$ cat src/design/g4rle_pkg.sv
// g4rle_pkg: types, constants and helpers shared by the 4-bit grayscale
// run-length encoder. No dependencies; compile first.

package g4rle_pkg;

   // Run length limits for the two run classes
   localparam logic [11:0] LONG_LIMIT  = 12'hFFF;
   localparam logic [11:0] SHORT_LIMIT = 12'h00F;

   // Color codes that use the two-byte long run format
   localparam logic [3:0] COLOR_BLACK = 4'h0;
   localparam logic [3:0] COLOR_WHITE = 4'hF;

   // Default depth of the run event queue between front and back
   localparam int QUEUE_DEPTH = 4;

   // One closed run
   typedef struct packed {
      logic [3:0]  color;
      logic [11:0] len;
   } run_type;

   // What one pixel word closes: up to two runs, plus the image end flag
   typedef struct packed {
      logic    has_a;   // run closed by a color change
      run_type run_a;
      logic    has_b;   // run closed by its limit or by image end
      run_type run_b;
      logic    last;    // pixel was the last of the image
   } event_type;

   // Black and white runs are coded in two bytes
   function automatic logic is_long_color(input logic [3:0] color);
      return (color == COLOR_BLACK) || (color == COLOR_WHITE);
   endfunction

   // Number of code bytes one run occupies (0 when absent)
   function automatic logic [1:0] run_bytes(input logic present, input run_type run);
      logic [1:0] n;
      if (!present) begin
         n = 2'd0;
      end else if (is_long_color(run.color)) begin
         n = 2'd2;
      end else begin
         n = 2'd1;
      end
      return n;
   endfunction

   // Byte 'part' of a run: long runs give color|len[11:8] then len[7:0]
   function automatic logic [7:0] run_byte(input run_type run, input logic part);
      logic [7:0] b;
      if (is_long_color(run.color)) begin
         b = part ? run.len[7:0] : {run.color, run.len[11:8]};
      end else begin
         b = {run.color, run.len[3:0]};
      end
      return b;
   endfunction

endpackage

$ cat src/design/g4rle_if.sv
// g4rle_if: valid/ready channel interfaces for the pixel input and the
// code byte output of the run-length encoder. No dependencies.

interface g4rle_req_if;
   logic       valid;
   logic       ready;
   logic [7:0] pixel_value;
   logic       image_end;

   modport source (output valid, output pixel_value, output image_end, input ready);
   modport sink   (input valid, input pixel_value, input image_end, output ready);
endinterface

interface g4rle_rsp_if;
   logic       valid;
   logic       ready;
   logic [7:0] code_byte;
   logic       item_done;
   logic       stream_end;

   modport source (output valid, output code_byte, output item_done,
                   output stream_end, input ready);
   modport sink   (input valid, input code_byte, input item_done,
                   input stream_end, output ready);
endinterface

$ cat src/design/gray4_run_length_encoder_core.sv
// gray4_run_length_encoder_core: top level of the 4-bit grayscale run-length
// encoder. Depends on g4rle_pkg, g4rle_if, g4rle_front, g4rle_fifo, g4rle_back.
//
// Usage:
//   req_chan carries one pixel word per handshake: pixel_value (only bits 7..4
//   are coded) and image_end, which marks the last pixel of the image.
//   rsp_chan carries one code byte per word, with item_done on the last byte
//   a pixel caused and stream_end on the final byte of the image.
//   A pixel that closes no run produces no output word.
// Timing:
//   The front takes a pixel every cycle while the event queue has room.
//   A pixel that closes runs yields 1 to 4 bytes; the back sends them one
//   per cycle unless stalled, via the event queue and the output register.
//   Throughput is one pixel per cycle as long as the average byte count per
//   pixel stays at or below one; the QUEUE_DEPTH event queue absorbs bursts.
// Reset (synchronous, active high) drops any open run and empties the queue.
// When the receiver stalls, the output word holds; the queue fills, and then
// req_chan.ready drops until the back drains an event.

module gray4_run_length_encoder_core #(
   parameter int QUEUE_DEPTH = g4rle_pkg::QUEUE_DEPTH
) (
   input  logic        clock,
   input  logic        reset,
   g4rle_req_if.sink   req_chan,
   g4rle_rsp_if.source rsp_chan
);

   logic                 push;
   g4rle_pkg::event_type push_event;
   logic                 queue_full;
   logic                 pop;
   g4rle_pkg::event_type head_event;
   logic                 head_valid;

   g4rle_front u_front (
      .clock      (clock),
      .reset      (reset),
      .req_chan   (req_chan),
      .queue_full (queue_full),
      .push       (push),
      .push_event (push_event)
   );

   g4rle_fifo #(
      .DEPTH (QUEUE_DEPTH)
   ) u_fifo (
      .clock      (clock),
      .reset      (reset),
      .push       (push),
      .push_event (push_event),
      .full       (queue_full),
      .pop        (pop),
      .head_event (head_event),
      .head_valid (head_valid)
   );

   g4rle_back u_back (
      .clock      (clock),
      .reset      (reset),
      .head_valid (head_valid),
      .head_event (head_event),
      .pop        (pop),
      .rsp_chan   (rsp_chan)
   );

endmodule

$ cat src/design/g4rle_front.sv
// g4rle_front: accepts pixel words, tracks the open run and classifies
// each pixel into a run event. Depends on g4rle_pkg and g4rle_req_if.

module g4rle_front (
   input  logic                 clock,
   input  logic                 reset,
   g4rle_req_if.sink            req_chan,
   input  logic                 queue_full,
   output logic                 push,
   output g4rle_pkg::event_type push_event
);

   logic [3:0]  color_ff, color_in;
   logic [11:0] count_ff, count_in;
   logic        open_ff, open_in;

   logic [3:0]  pix_color;
   logic        change;
   logic        cont;
   logic [3:0]  cur_color;
   logic [11:0] cur_count;
   logic [11:0] limit;
   logic        close;
   logic        accept;

   assign req_chan.ready = !queue_full;
   assign accept         = req_chan.valid && !queue_full;

   // Classify the pixel against the open run
   always_comb begin
      pix_color = req_chan.pixel_value[7:4];
      change    = open_ff && (pix_color != color_ff);
      cont      = open_ff && !change;
      cur_color = cont ? color_ff : pix_color;
      cur_count = cont ? (count_ff + 12'd1) : 12'd1;
      limit     = g4rle_pkg::is_long_color(cur_color) ? g4rle_pkg::LONG_LIMIT
                                                      : g4rle_pkg::SHORT_LIMIT;
      close     = (cur_count >= limit) || req_chan.image_end;
   end

   // Event word for the queue
   always_comb begin
      push_event.has_a       = change;
      push_event.run_a.color = color_ff;
      push_event.run_a.len   = count_ff;
      push_event.has_b       = close;
      push_event.run_b.color = cur_color;
      push_event.run_b.len   = cur_count;
      push_event.last        = req_chan.image_end;
      push                   = accept && (change || close);
   end

   // Run state update
   always_comb begin
      color_in = color_ff;
      count_in = count_ff;
      open_in  = open_ff;
      if (accept) begin
         if (close) begin
            color_in = 4'h0;
            count_in = 12'd0;
            open_in  = 1'b0;
         end else begin
            color_in = cur_color;
            count_in = cur_count;
            open_in  = 1'b1;
         end
      end
   end

   always_ff @(posedge clock) begin
      if (reset) begin
         color_ff <= 4'h0;
         count_ff <= 12'd0;
         open_ff  <= 1'b0;
      end else begin
         color_ff <= color_in;
         count_ff <= count_in;
         open_ff  <= open_in;
      end
   end

endmodule

$ cat src/design/g4rle_fifo.sv
// g4rle_fifo: small queue of run events between the front and the back.
// Depends on g4rle_pkg.

module g4rle_fifo #(
   parameter int DEPTH = g4rle_pkg::QUEUE_DEPTH
) (
   input  logic                 clock,
   input  logic                 reset,
   input  logic                 push,
   input  g4rle_pkg::event_type push_event,
   output logic                 full,
   input  logic                 pop,
   output g4rle_pkg::event_type head_event,
   output logic                 head_valid
);

   localparam int PTR_W = (DEPTH > 1) ? $clog2(DEPTH) : 1;
   localparam int CNT_W = $clog2(DEPTH + 1);
   localparam logic [PTR_W-1:0] LAST_PTR = PTR_W'(DEPTH - 1);
   localparam logic [CNT_W-1:0] FULL_CNT = CNT_W'(DEPTH);

   g4rle_pkg::event_type entry_ff [DEPTH];

   logic [PTR_W-1:0] wr_ptr_ff, wr_ptr_in;
   logic [PTR_W-1:0] rd_ptr_ff, rd_ptr_in;
   logic [CNT_W-1:0] count_ff, count_in;
   logic             do_push, do_pop;

   assign full       = (count_ff == FULL_CNT);
   assign head_valid = (count_ff != '0);
   assign head_event = entry_ff[rd_ptr_ff];
   assign do_push    = push && !full;
   assign do_pop     = pop && head_valid;

   // Pointer and fill count update
   always_comb begin
      wr_ptr_in = wr_ptr_ff;
      rd_ptr_in = rd_ptr_ff;
      count_in  = count_ff;
      if (do_push) begin
         wr_ptr_in = (wr_ptr_ff == LAST_PTR) ? '0 : wr_ptr_ff + 1'b1;
      end
      if (do_pop) begin
         rd_ptr_in = (rd_ptr_ff == LAST_PTR) ? '0 : rd_ptr_ff + 1'b1;
      end
      if (do_push && !do_pop) begin
         count_in = count_ff + 1'b1;
      end else if (do_pop && !do_push) begin
         count_in = count_ff - 1'b1;
      end
   end

   always_ff @(posedge clock) begin
      if (reset) begin
         wr_ptr_ff <= '0;
         rd_ptr_ff <= '0;
         count_ff  <= '0;
      end else begin
         wr_ptr_ff <= wr_ptr_in;
         rd_ptr_ff <= rd_ptr_in;
         count_ff  <= count_in;
      end
   end

   // Entry storage
   always_ff @(posedge clock) begin
      if (do_push) begin
         entry_ff[wr_ptr_ff] <= push_event;
      end
   end

endmodule

$ cat src/design/g4rle_back.sv
// g4rle_back: expands queued run events into code bytes via a registered output
// stage, one byte per cycle unless stalled. Depends on g4rle_pkg, g4rle_rsp_if.

module g4rle_back (
   input  logic                 clock,
   input  logic                 reset,
   input  logic                 head_valid,
   input  g4rle_pkg::event_type head_event,
   output logic                 pop,
   g4rle_rsp_if.source          rsp_chan
);

   logic [1:0] idx_ff, idx_in;
   logic       valid_ff, valid_in;
   logic [7:0] byte_ff, byte_in;
   logic       done_ff, done_in;
   logic       end_ff, end_in;

   logic [1:0] na, nb;
   logic [2:0] total;
   logic [1:0] part_b;
   logic       last_byte;
   logic       load;
   logic [7:0] next_byte;

   // Pick the byte at idx_ff within the event's byte sequence
   always_comb begin
      na        = g4rle_pkg::run_bytes(head_event.has_a, head_event.run_a);
      nb        = g4rle_pkg::run_bytes(head_event.has_b, head_event.run_b);
      total     = {1'b0, na} + {1'b0, nb};
      part_b    = idx_ff - na;
      last_byte = ({1'b0, idx_ff} + 3'd1) == total;
      if (idx_ff < na) begin
         next_byte = g4rle_pkg::run_byte(head_event.run_a, idx_ff[0]);
      end else begin
         next_byte = g4rle_pkg::run_byte(head_event.run_b, part_b[0]);
      end
   end

   assign load = head_valid && (!valid_ff || rsp_chan.ready);
   assign pop  = load && last_byte;

   // Output register and byte index
   always_comb begin
      idx_in   = idx_ff;
      byte_in  = byte_ff;
      done_in  = done_ff;
      end_in   = end_ff;
      valid_in = valid_ff;
      if (load) begin
         idx_in   = last_byte ? 2'd0 : idx_ff + 2'd1;
         byte_in  = next_byte;
         done_in  = last_byte;
         end_in   = last_byte && head_event.last;
         valid_in = 1'b1;
      end else if (rsp_chan.ready) begin
         valid_in = 1'b0;
      end
   end

   always_ff @(posedge clock) begin
      if (reset) begin
         idx_ff   <= 2'd0;
         valid_ff <= 1'b0;
      end else begin
         idx_ff   <= idx_in;
         valid_ff <= valid_in;
      end
   end

   always_ff @(posedge clock) begin
      byte_ff <= byte_in;
      done_ff <= done_in;
      end_ff  <= end_in;
   end

   assign rsp_chan.valid      = valid_ff;
   assign rsp_chan.code_byte  = byte_ff;
   assign rsp_chan.item_done  = done_ff;
   assign rsp_chan.stream_end = end_ff;

endmodule
$ cat src/flat_wrapper.sv
// flat-port wrapper written by rule: the top's interface ports become plain ports
module gray4_run_length_encoder_core_flat 
#(
   parameter int QUEUE_DEPTH = g4rle_pkg::QUEUE_DEPTH
)
  (clock, reset, req_chan_valid, req_chan_pixel_value, req_chan_image_end, req_chan_ready, rsp_chan_valid, rsp_chan_code_byte, rsp_chan_item_done, rsp_chan_stream_end, rsp_chan_ready);
  g4rle_req_if req_chan_i ();
  g4rle_rsp_if rsp_chan_i ();
  input  logic clock;
  input  logic reset;
  input wire logic [$bits(req_chan_i.valid)-1:0] req_chan_valid;
  input wire logic [$bits(req_chan_i.pixel_value)-1:0] req_chan_pixel_value;
  input wire logic [$bits(req_chan_i.image_end)-1:0] req_chan_image_end;
  output wire logic [$bits(req_chan_i.ready)-1:0] req_chan_ready;
  output wire logic [$bits(rsp_chan_i.valid)-1:0] rsp_chan_valid;
  output wire logic [$bits(rsp_chan_i.code_byte)-1:0] rsp_chan_code_byte;
  output wire logic [$bits(rsp_chan_i.item_done)-1:0] rsp_chan_item_done;
  output wire logic [$bits(rsp_chan_i.stream_end)-1:0] rsp_chan_stream_end;
  input wire logic [$bits(rsp_chan_i.ready)-1:0] rsp_chan_ready;
  assign req_chan_i.valid = req_chan_valid;
  assign req_chan_i.pixel_value = req_chan_pixel_value;
  assign req_chan_i.image_end = req_chan_image_end;
  assign req_chan_ready = req_chan_i.ready;
  assign rsp_chan_valid = rsp_chan_i.valid;
  assign rsp_chan_code_byte = rsp_chan_i.code_byte;
  assign rsp_chan_item_done = rsp_chan_i.item_done;
  assign rsp_chan_stream_end = rsp_chan_i.stream_end;
  assign rsp_chan_i.ready = rsp_chan_ready;
  gray4_run_length_encoder_core #(.QUEUE_DEPTH(QUEUE_DEPTH)) u_core (.clock(clock), .reset(reset), .req_chan(req_chan_i), .rsp_chan(rsp_chan_i));
endmodule
$ cat config.mk
export PLATFORM = sky130hd
export DESIGN_NAME = gray4_run_length_encoder_core_flat
export DESIGN_NICKNAME = d
export VERILOG_FILES = /design/src/design/g4rle_pkg.sv /design/src/design/g4rle_if.sv /design/src/design/gray4_run_length_encoder_core.sv /design/src/design/g4rle_front.sv /design/src/design/g4rle_fifo.sv /design/src/design/g4rle_back.sv /design/src/flat_wrapper.sv
export SDC_FILE = /design/constraint.sdc
export NUM_CORES = 1
export LEC_CHECK = 0
export ABC_AREA = 1
export BUFFER_PORTS_ARGS = -buffer_cell sky130_fd_sc_hd__buf_4
export CAP_MARGIN = 10
export CORE_AREA = 8 8 206 129
export DETAILED_ROUTE_END_ITERATION = 10
export DIE_AREA = 0 0 214 137
export GPL_TIMING_DRIVEN = 0
export HOLD_SLACK_MARGIN = 0.1
export MAX_ROUTING_LAYER = met4
export SETUP_SLACK_MARGIN = 0.05
export SLEW_MARGIN = 20
export SYNTH_ARGS = -nofsm -noshare
export SYNTH_HDL_FRONTEND = slang
export SYNTH_SLANG_ARGS = --single-unit
$ cat constraint.sdc
create_clock -name clock -period 8.09 [get_ports clock]
set_clock_uncertainty 0.05 [all_clocks]
set_input_delay 1.2135 -clock clock [delete_from_list [all_inputs] [get_ports clock]]
set_output_delay 1.2135 -clock clock [all_outputs]
set_load 0.05 [all_outputs]
# Word level (Yosys, flattened, before mapping)
# Memories as Yosys holds them, arrays and structs flattened. A register that Yosys moved wholly into a read port is not among the register bits.
# Cells that the tools add are included.
[classes]
n_addsub = 9
multipliers = 0
n_div = 0
n_lt_le_gt_ge = 2
eq_ne = 8
n_shift = 0
muxes = 26
bitwise_logic = 0
n_reduce_logical = 28
[ops]
columns = ["operator", "n"]
rows = [
  ["$mux W8", 5],
  ["$mux W12", 3],
  ["$mux W2", 9],
  ["$add A12 B1 Y12 const B", 1],
  ["$eq A4 B4 Y1 const B", 3],
  ["$ge A12 B12 Y1", 1],
  ["$logic_not A4 Y1", 3],
  ["$logic_and A1 B1 Y1", 11],
  ["$mux W4", 2],
  ["$add A2 B1 Y2 const B", 3],
  ["$logic_or A1 B1 Y1", 6],
  ["$mux W3", 2],
  ["$logic_not A1 Y1", 5],
  ["$mux W1", 5],
  ["$eq A2 B2 Y1 const B", 2],
  ["$ne A4 B4 Y1", 1],
  ["$reduce_bool A2 Y1", 2],
  ["$add A2 B1 Y3 const B", 1],
  ["$add A2 B2 Y3", 1],
  ["$add A3 B1 Y3 const B", 1],
  ["$eq A3 B3 Y1", 1],
  ["$eq A3 B3 Y1 const B", 1],
  ["$reduce_bool A3 Y1", 1],
  ["$sub A3 B1 Y3 const B", 1],
  ["other kinds (2)", 2],
]
[totals]
regBits = 37
latch_bits = 0
mem_bits_rw = 140
romBits = 0
in_bits = 13
out_inout_bits = 12
mem_count = 1
[mem_list]
columns = ["memory", "depth", "word_bits", "read_ports", "rd_ports_with_merged_regs", "write_ports", "line", "text"]
rows = [
  ["u_core.u_fifo.entry_ff", 4, 35, 1, 1, 1, "g4rle_fifo.sv:22", "g4rle_pkg::event_type entry_ff [DEPTH];"],
]

# Longest topological paths before layout
# Gate-level depths: netlist of the first run.
[logic_depth]
depth_word = 17
ltp_mapped = 25
mapped_depth_nobuf = 25

# Modules after synthesis
# A second synthesis of the first run with hierarchy kept.
[hier_totals]
cells_unflattened = 781
hier_area_um2 = 8147.8
[modules_own_cells]
columns = ["module", "instances", "cells_per_inst", "area_each_um2", "seq_area_each_um2"]
rows = [
  ["g4rle_fifo", 1, 408, 5675.4, 4384.2],
  ["g4rle_front", 1, 222, 1397.6, 340.3],
  ["g4rle_back", 1, 151, 1074.8, 360.3],
]

# Least setup slack after synthesis of the first run
# Ideal clock, no wire load.
[synth_timing]
path_type = "input port to flip-flop"
from = "input req_chan_pixel_value[6]"
to = "memory u_core.u_fifo.entry_ff[0][0] (netlist name), enable pin"
arrival_time_ns = 4.385
setup_slack_ns = 3.228
cell_stages = 18
n_path_buf = 1
path_cell_list = "inv_1 > nand2_1 > nand2_1 > nor2_1 > nand3_1 > buf_2 > nor2_1 > ha_1 > nand2_1 > inv_1 > nand2_1 > nor2_1 > nand2_1 > nor2_1 > nand3_2 > nand3_2 > nand2_1 > nor2_1"
[synth_rtl]
columns = ["element", "line", "text"]
rows = [
  ["from (decl)", "flat_wrapper.sv:12", "input wire logic [$bits(req_chan_i.pixel_value)-1:0] req_chan_pixel_value;"],
  ["to (decl)", "g4rle_fifo.sv:22", ""],
]

==> results.cfg, run 1 <==
[hold_path]
hold_end = u_core.u_fifo.count_ff[2]
timing.hold.worst.start = u_core.u_fifo.count_ff[2]
hold_depth = 2
hold_class = reg2reg

[yosys]
avgSynthCellArea_um2 = 10.6
synth-seq-cells = 179
yosysTopAreaCell = edfxtp_1
netlist_instances = 762
yosysWarnings = 0
synth_top_cell_area_share_pct = 55.8
synth_nets = 796
yosysSeqAreaShare_pct = 62.9
synth.area.top_cells = edfxtp_1, nand2_1, dfxtp_1, nor2_1, o21ai_0
syn_area_um2 = 8080
synth_cell_type_count = 36

[die]
rows = 44
coreArea_um2 = 23600
die_w_um = 214
die_area_um2 = 29300
ioPinCount = 25
die_h_um = 137
floorplan.initialDensity_pct = 34.2

[cts]
h-tree-depth = 4
clkSinkCount = 179
cts_made_buffers = 17
clk_latency_ns = 0.43
clk_pin_slew_ns = 0.08
cts_tree = built
cts_root_buf = clkbuf_16
cts_max_path_buffers = 2
postCtsSetupRepairBufs = 0
cts_resized = 0
holdBufCountCts = 0

[pwr]
p_clk_share_pct = 28.3
swShare_pct = 36.8
vdd_drop_max_mv = 0.167
power_frac_seq_pct = 40.2
power.internal_w = 0.00180
power.leakage_nw = 3.40
p_switching_w = 0.00105
p_per_area_nw_per_um2 = 304
power_w = 0.00285
pwr-share-comb_pct = 31.5

[timing]
fmax_mhz = 199
maxSlewHeadroom_pct = 46.9
finalSetupTns_ns = 0
max_slew.worst_pin.slew_ns = 0.796
rsz0062_at_grt = no
finalCriticalPeriod_ns = 5.03
setup_viol = 0
fin_ws_ns = 3.06
final_max_slew_viol_count = 0
hold_viol = 0
fin_crit_sh_pct = 62.2

[grt]
grt_max_degree = 23
grt.overflow.total = 0
grt_first_pass_wirelength_um = 31100
grtUsageTotal_pct = 14.5
antenna_found_initial = 0
first_global_vias = 5222

[critical_path]
cp.arrival_ns = 5.31
cp_max_fo = 10
crit_slowest_cell = a21oi_1
required_ns = 8.37
worst_r2r_endpoint = u_core.u_fifo.count_ff[1]
criticalPathCategory = in2reg
worst-path-buf-inv = 6
crit_family = simple AND/OR/NAND/NOR gates
cpPeakStageDelay_ns = 0.64
end_kind = flop
reg2reg_slack_ns = 3.23
reg2reg_from = u_core.u_front.count_ff[0]
start_kind = primary input
rr_worst_depth = 19
path_cells = buf_4, inv_1, nand2_1, nand2_1, nor2_1, nand3_1, buf_2, a21oi_1, ha_1, nand2_1, inv_1, o21bai_1, a21oi_1, nor2_2, nand3_2, nand2_1, inv_1, ha_1, inv_1, fa_1, o21ai_0, a21oi_1

[detailed_routing]
drtAntennaViolNets = 0
wl_per_cell_um = 18.0
via_per_inst = 5.08
drc_errors = 0
vias = 5791
dr.pass1.iters = 5
drt_iter0_drc = 542
totalWireLength_um = 20500

[final_layout]
seq_area_um2 = 5080
fillers = 2249
syn_to_final_growth_pct = 15.8
diodes = 0
finalNonFillerCells = 1141
multi_input_area_um2 = 2620
nNetsFinal = 840
post_route_cells_drive_above_1_share_pct = 12.8
final_util_pct = 39.6

[placement]
routabilityCongestion = 0.854
post-place-cells = 1109
portBuffers = 20
post-place-ws_ns = 2.68
dp_hpwl_um = 14600

[outcome]
status = completed

[run]
maxCapViolations = 0
registers in the layout, summed over array words and instances, names as in the netlist, named ones only:
signal / cells
u_core.u_back.idx_ff: 2
u_core.u_back.rsp_chan.code_byte: 8
u_core.u_back.rsp_chan.item_done: 1
u_core.u_back.rsp_chan.stream_end: 1
u_core.u_back.rsp_chan.valid: 1
u_core.u_fifo.count_ff: 3
u_core.u_fifo.entry_ff: 140
u_core.u_fifo.rd_ptr_ff: 2
u_core.u_fifo.wr_ptr_ff: 2
u_core.u_front.color_ff: 4
u_core.u_front.count_ff: 12
u_core.u_front.open_ff: 1
stage by stage:
stage,cell area (um2),hold slack [ns]
finish,9350,0.437
global route,9350,0.478
CTS,9350,0.440
detailed placement,8780,0.429
global placement,8630,0.425
floorplan,8080,0.408
how the worst max path moves through the flow:
| stage | start | end | slack, ns | cells after the start |
|---|---|---|---|---|
| 2_1_floorplan | req_chan_pixel_value[6] | u_core.u_fifo.entry_ff[0][0] | 3.23 | 18 |
| 3_3_place_gp | req_chan_pixel_value[4] | u_core.u_fifo.entry_ff[3][24] | 0.96 | 17 |
| 3_5_place_dp | req_chan_pixel_value[4] | u_core.u_fifo.count_ff[1] | 2.68 | 22 |
| 4_1_cts | req_chan_pixel_value[4] | u_core.u_fifo.count_ff[1] | 3.12 | 22 |
| 5_1_grt | req_chan_pixel_value[4] | u_core.u_fifo.count_ff[2] | 2.74 | 24 |
| 6_report | req_chan_pixel_value[4] | u_core.u_fifo.count_ff[1] | 3.06 | 22 |
layout by cell type, fill, tap and decap left out, drive strengths merged, types with 2 or more instances in the layout:
cell type / netlist / routed
edfxtp: 150 / 150
nand3: 44 / 44
clkinv: 0 / 4
xnor2: 2 / 2
nor2: 83 / 83
o22ai: 18 / 18
o21ai: 69 / 69
fa: 2 / 2
inv: 52 / 60
nand4: 21 / 21
dfxtp: 29 / 29
clkbuf: 11 / 30
a32o: 5 / 5
buf: 25 / 50
nand2: 165 / 165
xor2: 6 / 6
ha: 19 / 19
a21oi: 46 / 46
a21boi: 7 / 7
o22a: 4 / 4
worst register-to-register path, stage by stage, from the launching register on:
cell,delay [ns]
dfxtp_1,0.59
ha_1,0.28
nand3_1,0.15
nor2_1,0.27
nand2_1,0.10
xor2_1,0.16
nor2_1,0.58
ha_1,0.37
nand2_1,0.07
o21bai_1,0.11
a21oi_1,0.11
nor2_2,0.35
nand3_2,0.20
nand2_1,0.36
inv_1,0.09
ha_1,0.21
inv_1,0.09
fa_1,0.41
o21ai_0,0.16
a21oi_1,0.05
power by group through the flow:
stage                     Combinational [W]  Sequential, W  Clock [W]
after floorplan                    0.000508        0.00126          0
after CTS                          0.000893        0.00114   0.000816
after global placement             0.000869        0.00117          0
after global routing               0.000983        0.00115   0.000852
final                              0.000897        0.00114   0.000806
after detailed placement           0.000891        0.00116          0
Yosys cell counts, drive strengths merged:
cell type  count
a21boi         7
a21oi         46
a32o           5
and2           1
buf           25
clkbuf        11
dfxtp         29
edfxtp       150
fa             2
ha            19
inv           52
nand2        165
nand3         44
nand4         21
nor2          83
o211a          1
o21ai         69
o21bai         1
o22a           4
o22ai         18
or2            1
xnor2          2
xor2           6
cell type report:
cell class              count  area share (%)
inverters                  52            2.14
repair buffers             25            2.86
plain buffers              36            2.21
multi-input cells         495            28.0
clock buffers              19            4.96
well taps                 322            4.31
flip-flops and latches    179            54.4
clock inverters            13            1.16
per-layer routing:
layer	share of wire, %	GRT usage [%]	vias up
met3	8.1	3.64	20
li1	-	-	2760
met2	39	18.9	210
met1	52	21.6	2801
met4	0.94	3.51	0
met5	0	-	-
kinds of logic (layout without fill, tap and decap cells):
kind of cell	count (synthesis)	count (layout)	share of synthesized area [%]
buffers and inverters	88	145	5.03
AO/OA/AOI/OAI	151	151	11.0
adder cells (fa/ha/maj)	21	21	3.44
XOR/XNOR	8	8	0.867
flip-flops	179	179	62.9
AND/OR/NAND/NOR	315	315	16.7
(Power assumes the default switching activity.)
==> inputs of run 2 (changes only) <==
==> constraint.sdc (replaced) <==
create_clock -name clock -period 4.9 [get_ports clock]
set_clock_uncertainty 0.05 [all_clocks]
set_input_delay 0.735 -clock clock [delete_from_list [all_inputs] [get_ports clock]]
set_output_delay 0.735 -clock clock [all_outputs]
set_load 0.05 [all_outputs]
==> results.cfg, run 2 (synthesized netlist as in run 1, its figures left out) <==
[outcome]
status = completed

[grt]
antenna_found_initial = 0
grtUsageTotal_pct = 14.5
first_global_vias = 5222
grt.overflow.total = 0
grt_first_pass_wirelength_um = 31100
grt_max_degree = 23

[pwr]
p_per_area_nw_per_um2 = 501
power.leakage_nw = 3.40
vdd_drop_max_mv = 0.276

[final_layout]
nNetsFinal = 840
diodes = 0
regMostFlops = u_core.u_fifo.entry_ff
syn_to_final_growth_pct = 16.1
final_cell_mix = nand2_1, edfxtp_1, nor2_1, o21ai_0, inv_1
post_route_cells_drive_above_1_share_pct = 14.0
final_util_pct = 39.7
largest_reg_flops = 140
fillers = 2251
layout_commonest_cell = nand2_1
fin_area_um2 = 9380

[detailed_routing]
drt-met1-wl_um = 10600
dr_wl_met3_um = 1750
via_per_inst = 5.07
vias = 5784
dr.pass1.iters = 5
dr_wl_met2_um = 7980
totalWireLength_um = 20500
drt_iter0_drc = 583
drtAntennaViolNets = 0
drc_errors = 0
wl_per_cell_um = 18.0
highest_layer = met4

[placement]
portBuffers = 20
routabilityCongestion = 0.854
placed_area_um2 = 8780
dp_hpwl_um = 14600

[cts]
clk_pin_slew_ns = 0.08
postCtsSetupRepairBufs = 0
cts_tree = built
clkSinkCount = 179
cts_max_path_buffers = 2
cts_made_buffers = 17
cts_resized = 0
h-tree-depth = 4
clk_latency_ns = 0.43
cts_root_buf = clkbuf_16
holdBufCountCts = 0

[die]
rows = 44
die_h_um = 137
die_w_um = 214
die_area_um2 = 29300
floorplan.initialDensity_pct = 34.2
ioPinCount = 25
coreArea_um2 = 23600

[critical_path]
criticalPathCategory = reg2reg
required_ns = 5.18
start_kind = flop
cp_max_fo = 10
end_kind = flop
cp.arrival_ns = 4.72

[timing]
finalCriticalPeriod_ns = 4.44
max_slew.worst_pin.slew_ns = 0.772
final_max_slew_viol_count = 0
maxSlewHeadroom_pct = 48.4
fmax_mhz = 225
hold_viol = 0
fin_crit_sh_pct = 90.7
rsz0062_at_grt = no
whs_ns = 0.436
setup_viol = 0

[run]
maxCapViolations = 0

[hold_path]
hold_class = reg2reg
-- run 2: routing by layer --
| layer | vias up | global-route usage, % |
|---|---|---|
| met4 | 0 | 3.51 |
| met5 | - | - |
| met2 | 229 | 18.9 |
| li1 | 2765 | - |
| met3 | 14 | 3.64 |
| met1 | 2776 | 21.6 |
-- run 2: report_power, final --
group	internal, W	switching [W]
logic	0.000430	0.00106
registers	0.00183	0.0000551
clock network	0.000709	0.000622
total	0.00297	0.00173
-- run 2: layout make-up --
class | count | area [um2] | share of cell area [%]
Sequential cell | 179 | 5090 | 54.2
Clock inverter | 13 | 109 | 1.16
Tap cell | 322 | 403 | 4.29
Buffer | 36 | 206 | 2.20
Timing Repair Buffer | 25 | 268 | 2.85
Inverter | 52 | 200 | 2.13
Clock buffer | 19 | 464 | 4.95
Multi-Input combinational cell | 495 | 2640 | 28.2
-- run 2: final timing paths --
path                                                 start                        end  slack (ns)  cells past startpoint
worst max-delay path            u_core.u_front.color_ff[1]  u_core.u_fifo.count_ff[1]        0.46                     21
worst min-delay path             u_core.u_fifo.count_ff[2]  u_core.u_fifo.count_ff[2]        0.44                      2
worst max register to register  u_core.u_front.color_ff[1]  u_core.u_fifo.count_ff[1]        0.46                     21
worst min register to register   u_core.u_fifo.count_ff[2]  u_core.u_fifo.count_ff[2]        0.44                      2
-- run 2: stage by stage --
stage | TNS [ns] | instances | setup WS [ns] | power (W)
finish | 0 | 1141 | 0.456 | 0.00470
global route | 0 | 1141 | 0.0671 | 0.00493
CTS | 0 | 1141 | 0.122 | 0.00471
detailed placement | -0.0297 | 1109 | -0.0297 | 0.00339
global placement | -238.67 | 1104 | -1.75 | 0.00336
floorplan | 0 | 762 | 0.517 | 0.00292
-- run 2: critical path: stages, from the launching register on --
cell	delay (ns)
dfxtp_1	0.55
inv_1	0.07
nand2_1	0.06
nand2_1	0.04
nor2_1	0.16
nand3_1	0.17
buf_2	0.25
a21oi_2	0.40
ha_1	0.33
nand2_1	0.06
inv_1	0.03
o21bai_1	0.13
a21oi_1	0.11
nor2_2	0.34
nand3_2	0.20
nand2_1	0.36
inv_1	0.09
ha_1	0.21
inv_1	0.09
fa_1	0.41
o21ai_0	0.16
a21oi_1	0.05
